### src/rtl/core/hfd_pkg.sv
// ----------------------------------------------------------------------------
// hfd_pkg: shared constants for the hex float to double converter
// Field widths and format constants.
// ----------------------------------------------------------------------------
package hfd_pkg;
  localparam int RawW     = 64;
  localparam int CountW   = 4;
  localparam int FracW    = 56;
  localparam int PosW     = 6;
  localparam int SigBits  = 52;
  localparam int ExpBias  = 1023;
  localparam int HexBias  = 64;
  localparam int ExpW     = 11;
  localparam int InDataW  = 72;
  localparam int OutDataW = 64;

  typedef struct packed {
    logic             sign;
    logic [6:0]       hexexp;
    logic [FracW-1:0] frac;
    logic [5:0]       fbits;
    logic             bad;
  } s1_t;

  typedef struct packed {
    logic             sign;
    logic [6:0]       hexexp;
    logic [FracW-1:0] frac;
    logic [5:0]       fbits;
    logic [PosW-1:0]  pos;
    logic             zero;
    logic             bad;
  } s2_t;

  typedef struct packed {
    logic             sign;
    logic [SigBits:0] mant;
    logic signed [11:0] biased;
    logic             zero;
    logic             bad;
  } s3_t;
endpackage

### src/rtl/core/hex_float_to_ieee_double.sv
// ----------------------------------------------------------------------------
// hex_float_to_ieee_double: excess-64 base-16 real to IEEE 754 binary64
// Four-stage pipeline: unpack, leading-one search, normalize and round, pack.
// ----------------------------------------------------------------------------
// Takes one request per cycle when not stalled and delivers its double through
// four register stages (unpack, leading-one search, normalize/round, pack).
// Throughput is one item per clock while the output is not stalled, since
// every stage takes a new item each cycle. All stages move together under
// one enable, so a stall at the output holds every stage and nothing is lost
// or repeated. A byte count outside 2..8 gives zero data with tuser set.
module hex_float_to_ieee_double (
  input  logic                          clk,
  input  logic                          rst,
  input  logic                          s_tvalid,
  output logic                          s_tready,
  // raw_bytes [63:0], byte_count [67:64], zero fill [71:68]
  input  logic [hfd_pkg::InDataW-1:0]   s_tdata,
  output logic                          m_tvalid,
  input  logic                          m_tready,
  // double_bits [63:0]
  output logic [hfd_pkg::OutDataW-1:0]  m_tdata,
  // bad_length
  output logic                          m_tuser
);
  logic [3:0] vld;
  logic       adv;
  hfd_pkg::s1_t s1, s1_next;
  hfd_pkg::s2_t s2, s2_next;
  hfd_pkg::s3_t s3, s3_next;
  logic [hfd_pkg::OutDataW-1:0] dout, dout_next;
  logic bad_out;

  assign adv      = m_tready || !vld[3];
  assign s_tready = adv;
  assign m_tvalid = vld[3];
  assign m_tdata  = dout;
  assign m_tuser  = bad_out;

  // stage 1: unpack and align fraction to the low bits
  always_comb begin
    logic [63:0] raw;
    logic [3:0]  n;
    logic [63:0] sh;
    raw = s_tdata[63:0];
    n   = s_tdata[67:64];
    s1_next.sign   = raw[63];
    s1_next.hexexp = raw[62:56];
    s1_next.bad    = (n < 4'd2) || (n > 4'd8);
    // 8 * (n - 1) and 8 * (8 - n), taken modulo 64 for legal counts 2..8
    s1_next.fbits  = {n[2:0] - 3'd1, 3'b000};
    sh = {8'd0, raw[55:0]} >> {3'd0 - n[2:0], 3'b000};
    s1_next.frac   = s1_next.bad ? '0 : sh[55:0];
    if (s1_next.bad) s1_next.fbits = 6'd8;
  end

  // stage 2: leading-one position
  always_comb begin
    s2_next.sign   = s1.sign;
    s2_next.hexexp = s1.hexexp;
    s2_next.frac   = s1.frac;
    s2_next.fbits  = s1.fbits;
    s2_next.bad    = s1.bad;
    s2_next.zero   = (s1.frac == '0);
    s2_next.pos    = '0;
    for (int i = 0; i < hfd_pkg::FracW; i++) begin
      if (s1.frac[i]) s2_next.pos = 6'(i);
    end
  end

  // stage 3: normalize to 53 bits, round to nearest even
  always_comb begin
    logic [55:0] f;
    logic [1:0]  sh;
    logic [53:0] m;
    logic [2:0]  rem;
    logic [2:0]  half;
    logic [6:0]  p;
    logic        up;
    f = s2.frac;
    p = {1'b0, s2.pos};
    rem = '0; half = '0; up = 1'b0; sh = '0;
    if (s2.pos > 6'd52) begin
      sh   = 2'(s2.pos - 6'd52);
      m    = 54'(f >> sh);
      rem  = f[2:0] & ((3'd1 << sh) - 3'd1);
      half = 3'd1 << (sh - 2'd1);
      up   = (rem > half) || (rem == half && m[0]);
      m    = m + 54'(up);
      if (m[53]) begin
        m = m >> 1;
        p = p + 7'd1;
      end
    end else begin
      m = 54'(f << (6'd52 - s2.pos));
    end
    s3_next.sign   = s2.sign;
    s3_next.mant   = m[52:0];
    s3_next.biased = 12'(signed'({1'b0, p}) + 12'sd4 * (signed'({5'd0, s2.hexexp})
                     - 12'sd64) - signed'({6'd0, s2.fbits}) + 12'sd1023);
    s3_next.zero   = s2.zero;
    s3_next.bad    = s2.bad;
  end

  // stage 4: pack
  always_comb begin
    if (s3.bad)       dout_next = '0;
    else if (s3.zero) dout_next = {s3.sign, 63'd0};
    else dout_next = {s3.sign, s3.biased[10:0], s3.mant[51:0]};
  end

  always_ff @(posedge clk) begin
    if (rst) begin
      vld <= '0;
    end else if (adv) begin
      vld <= {vld[2:0], s_tvalid};
    end
  end

  always_ff @(posedge clk) begin
    if (adv) begin
      s1      <= s1_next;
      s2      <= s2_next;
      s3      <= s3_next;
      dout    <= dout_next;
      bad_out <= s3.bad;
    end
  end
endmodule

### config.mk
export PLATFORM = sky130hd
export DESIGN_NAME = hex_float_to_ieee_double
export DESIGN_NICKNAME = d
export VERILOG_FILES = /design/src/rtl/core/hfd_pkg.sv /design/src/rtl/core/hex_float_to_ieee_double.sv
export SDC_FILE = /design/constraint.sdc
export NUM_CORES = 1
export LEC_CHECK = 0
export BUFFER_PORTS_ARGS = -buffer_cell sky130_fd_sc_hd__buf_2
export CAP_MARGIN = 20
export CORE_ASPECT_RATIO = 0.6
export CORE_MARGIN = 2
export CORE_UTILIZATION = 50
export DETAILED_ROUTE_END_ITERATION = 6
export GPL_ROUTABILITY_DRIVEN = 1
export PLACE_DENSITY_LB_ADDON = 0.12
export SYNTH_ARGS = -nofsm -noshare
export SYNTH_HDL_FRONTEND = slang
export SYNTH_SLANG_ARGS = --single-unit
export TNS_END_PERCENT = 50
### constraint.sdc
create_clock -name clk -period 21.2 [get_ports clk]
set_input_delay 3.18 -clock clk [delete_from_list [all_inputs] [get_ports clk]]
set_output_delay 3.18 -clock clk [all_outputs]
set_load 0.05 [all_outputs]
==> impl_metrics.json <==
{
  "wl_mm": 54.5,
  "synth.avg_cell_area_sq_um": 10.2,
  "dp_hpwl_mm": 40.7,
  "seq_area_sq_um": 8310,
  "die_x_microns": 251,
  "portBuffers": 138,
  "synthesis.nets": 1901,
  "cts_buffers": 26,
  "setup_viol": 0,
  "relSlewSlack": 0.263,
  "synth_edf_count": 274,
  "synthesis.area_sq_um": 18400,
  "ys_seq_elements": 278,
  "placedCellCount": 2324,
  "io_pins": 143,
  "tightest_slew_ns": 1.11,
  "dr.pass1.iters": 6,
  "critPathTopFamily": "simple AND/OR/NAND/NOR gates",
  "min_path_cells": 0,
  "ir_worst_vdd_uv": 82.4,
  "cp_data_required_time_ns": 21.51,
  "rsz0062_at_grt": "no",
  "clk_path_buf_depth": 3,
  "viasPerCell": 6.28,
  "crit_path_max_fanout": 55,
  "final_cells": 2369,
  "timing.setup.tns_ns": 0,
  "gp_congestion": 0.950,
  "ys.flop_type": "edfxtp_1",
  "synthArstFlopShare": 0,
  "holdWs_ns": 0.418,
  "multiInputGateArea_sq_um": 9480,
  "ctsResizeCount": 0,
  "num_rows": 54,
  "grt_pass1_vias": 13600,
  "clock_sinks": 278,
  "ctsHoldBuffers": 0,
  "cp_data_arrival_time_ns": 8.03,
  "critPathSlowestCell": "nor2_2",
  "layout_common_cells": "edfxtp_1, nor2_1, nand2_1",
  "antenna_left": 0,
  "p_leak_nw": 8.21,
  "power_density_nw_per_um2": 136,
  "cp_slowest_stage_delay_ns": 0.90,
  "ys_seq_area_frac": 0.453,
  "vias": 14900,
  "fillers": 3151,
  "max_freq_mhz": 130,
  "end_kind": "register",
  "syn_to_final_growth_pct": 10.5,
  "cp_num_buf_inv": 4,
  "nets": 1979,
  "placed_area_sq_um": 19500,
  "post-cts-setup-buffer-count": 0,
  "start_util": 0.506,
  "synthCells": 1799,
  "grt_antenna_before_repair": 1,
  "clock-root-buffer": "clkbuf_16",
  "cp_common_cell": "a21oi_1",
  "outcome": "completed",
  "crit_path_start_kind": "register",
  "drt_iter0_drc": 1778,
  "ys_types": 78,
  "hp-class": "register to register",
  "min_period_ns": 7.72,
  "yosysWarningCount": 0,
  "core_area_sq_um": 36300,
  "die_h_microns": 152,
  "crit_type": "register to register",
  "overflow": 0,
  "final_common_cell": "edfxtp_1",
  "slew_viol_final": 0,
  "grt_usage": 0.282,
  "clk_pin_slew_ns": 0.06,
  "grt_max_degree": 125,
  "fin_area_sq_um": 20300,
  "hold_viol_final": 0,
  "htreeDepth": 1,
  "wl_per_cell_microns": 23.0,
  "clock-skew-final_ns": 0.0315,
  "worst-path-stages": 28,
  "min_period_over_period": 0.364,
  "drv_cap": 0,
  "grt_pass1_wl_mm": 83.2,
  "post_route_cells_drive_above_1_share": 0.179,
  "dieArea_sq_um": 38300,
  "drcViolationCount": 0,
  "clk-insertion-delay-late_ns": 0.56,
  "r2r_cells": 28,
  "cts_tree": "done"
}
==> cells by family (layout without fill, tap and decap cells) <==
logic type | Yosys count | in the layout | share of synthesized area
AO/OA/AOI/OAI | 419 | 419 | 0.146
flip-flops | 278 | 278 | 0.453
AND/OR/NAND/NOR | 644 | 644 | 0.168
XOR/XNOR | 56 | 56 | 0.0271
buffers and inverters | 164 | 257 | 0.0369
adder cells (fa/ha/maj) | 26 | 26 | 0.0194
multiplexers | 212 | 212 | 0.150
other | 0 | 1 | 0
==> power breakdown <==
group / switching [W] / internal [W] / total, W / leakage, nW
combinational: 0.00100 / 0.000504 / 0.00151 / 4.59
clock: 0.000203 / 0.000249 / 0.000452 / 0.395
sequential: 0.0000635 / 0.000742 / 0.000806 / 3.23
total: 0.00127 / 0.00150 / 0.00276 / 8.21
==> layout make-up <==
| class | count | share of cell area |
|---|---|---|
| Multi-Input combinational cell | 1357 | 0.467 |
| Sequential cell | 278 | 0.409 |
| Timing Repair Buffer | 168 | 0.0464 |
| Clock buffer | 29 | 0.0326 |
| Tap cell | 476 | 0.0293 |
| Inverter | 46 | 0.00851 |
| Clock inverter | 14 | 0.00678 |
| Antenna cell | 1 | 0.000123 |
==> routing by layer <==
metal,wire (microns),vias up,track usage,share of wire
li1,-,6922,-,-
met1,25500,7263,0.444,0.47
met2,22300,665,0.392,0.41
met3,6280,38,0.0835,0.12
met4,432,0,0.0289,0.0079
met5,0,-,0,0
==> worst paths after layout <==
| check | slack, ns | end | startpoint |
|---|---|---|---|
| max | 13.48 | s3[12]$_DFFE_PP_ | s2[2]$_SDFFCE_PP1P_ |
| min | 0.42 | s3[1]$_DFFE_PP_ | s2[1]$_DFFE_PP_ |
| max reg2reg | 13.48 | s3[12]$_DFFE_PP_ | s2[2]$_SDFFCE_PP1P_ |
| min reg2reg | 0.42 | s3[1]$_DFFE_PP_ | s2[1]$_DFFE_PP_ |
==> sequential cells by signal, indices dropped and copies added, names as in the netlist <==
signal,flops
m_tdata,64
s3,66
s1,68
vld,4
m_tuser,1
s2,75
==> cells in the mapped netlist (42+ instances only) <==
cell type | number | area share
o21ai_0 | 85 | 0.023
inv_1 | 44 | 0.0090
edfxtp_1 | 274 | 0.45
nand2_1 | 182 | 0.037
and2_1 | 76 | 0.026
mux4_2 | 46 | 0.056
o22ai_1 | 42 | 0.014
clkbuf_1 | 81 | 0.017
mux2_2 | 51 | 0.031
a21oi_1 | 113 | 0.031
mux2i_1 | 115 | 0.063
nor2_1 | 217 | 0.044
==> stage by stage <==
stage	util	setup WS (ns)	power (W)
after floorplan	-	6.80	0.00183
after global placement	0.537	13.73	0.00226
after detailed placement	0.537	13.70	0.00226
after CTS	0.559	13.67	0.00272
after global routing	0.559	13.13	0.00290
final	0.559	13.48	0.00276
Note: power is estimated with default switching activity, not from simulation.
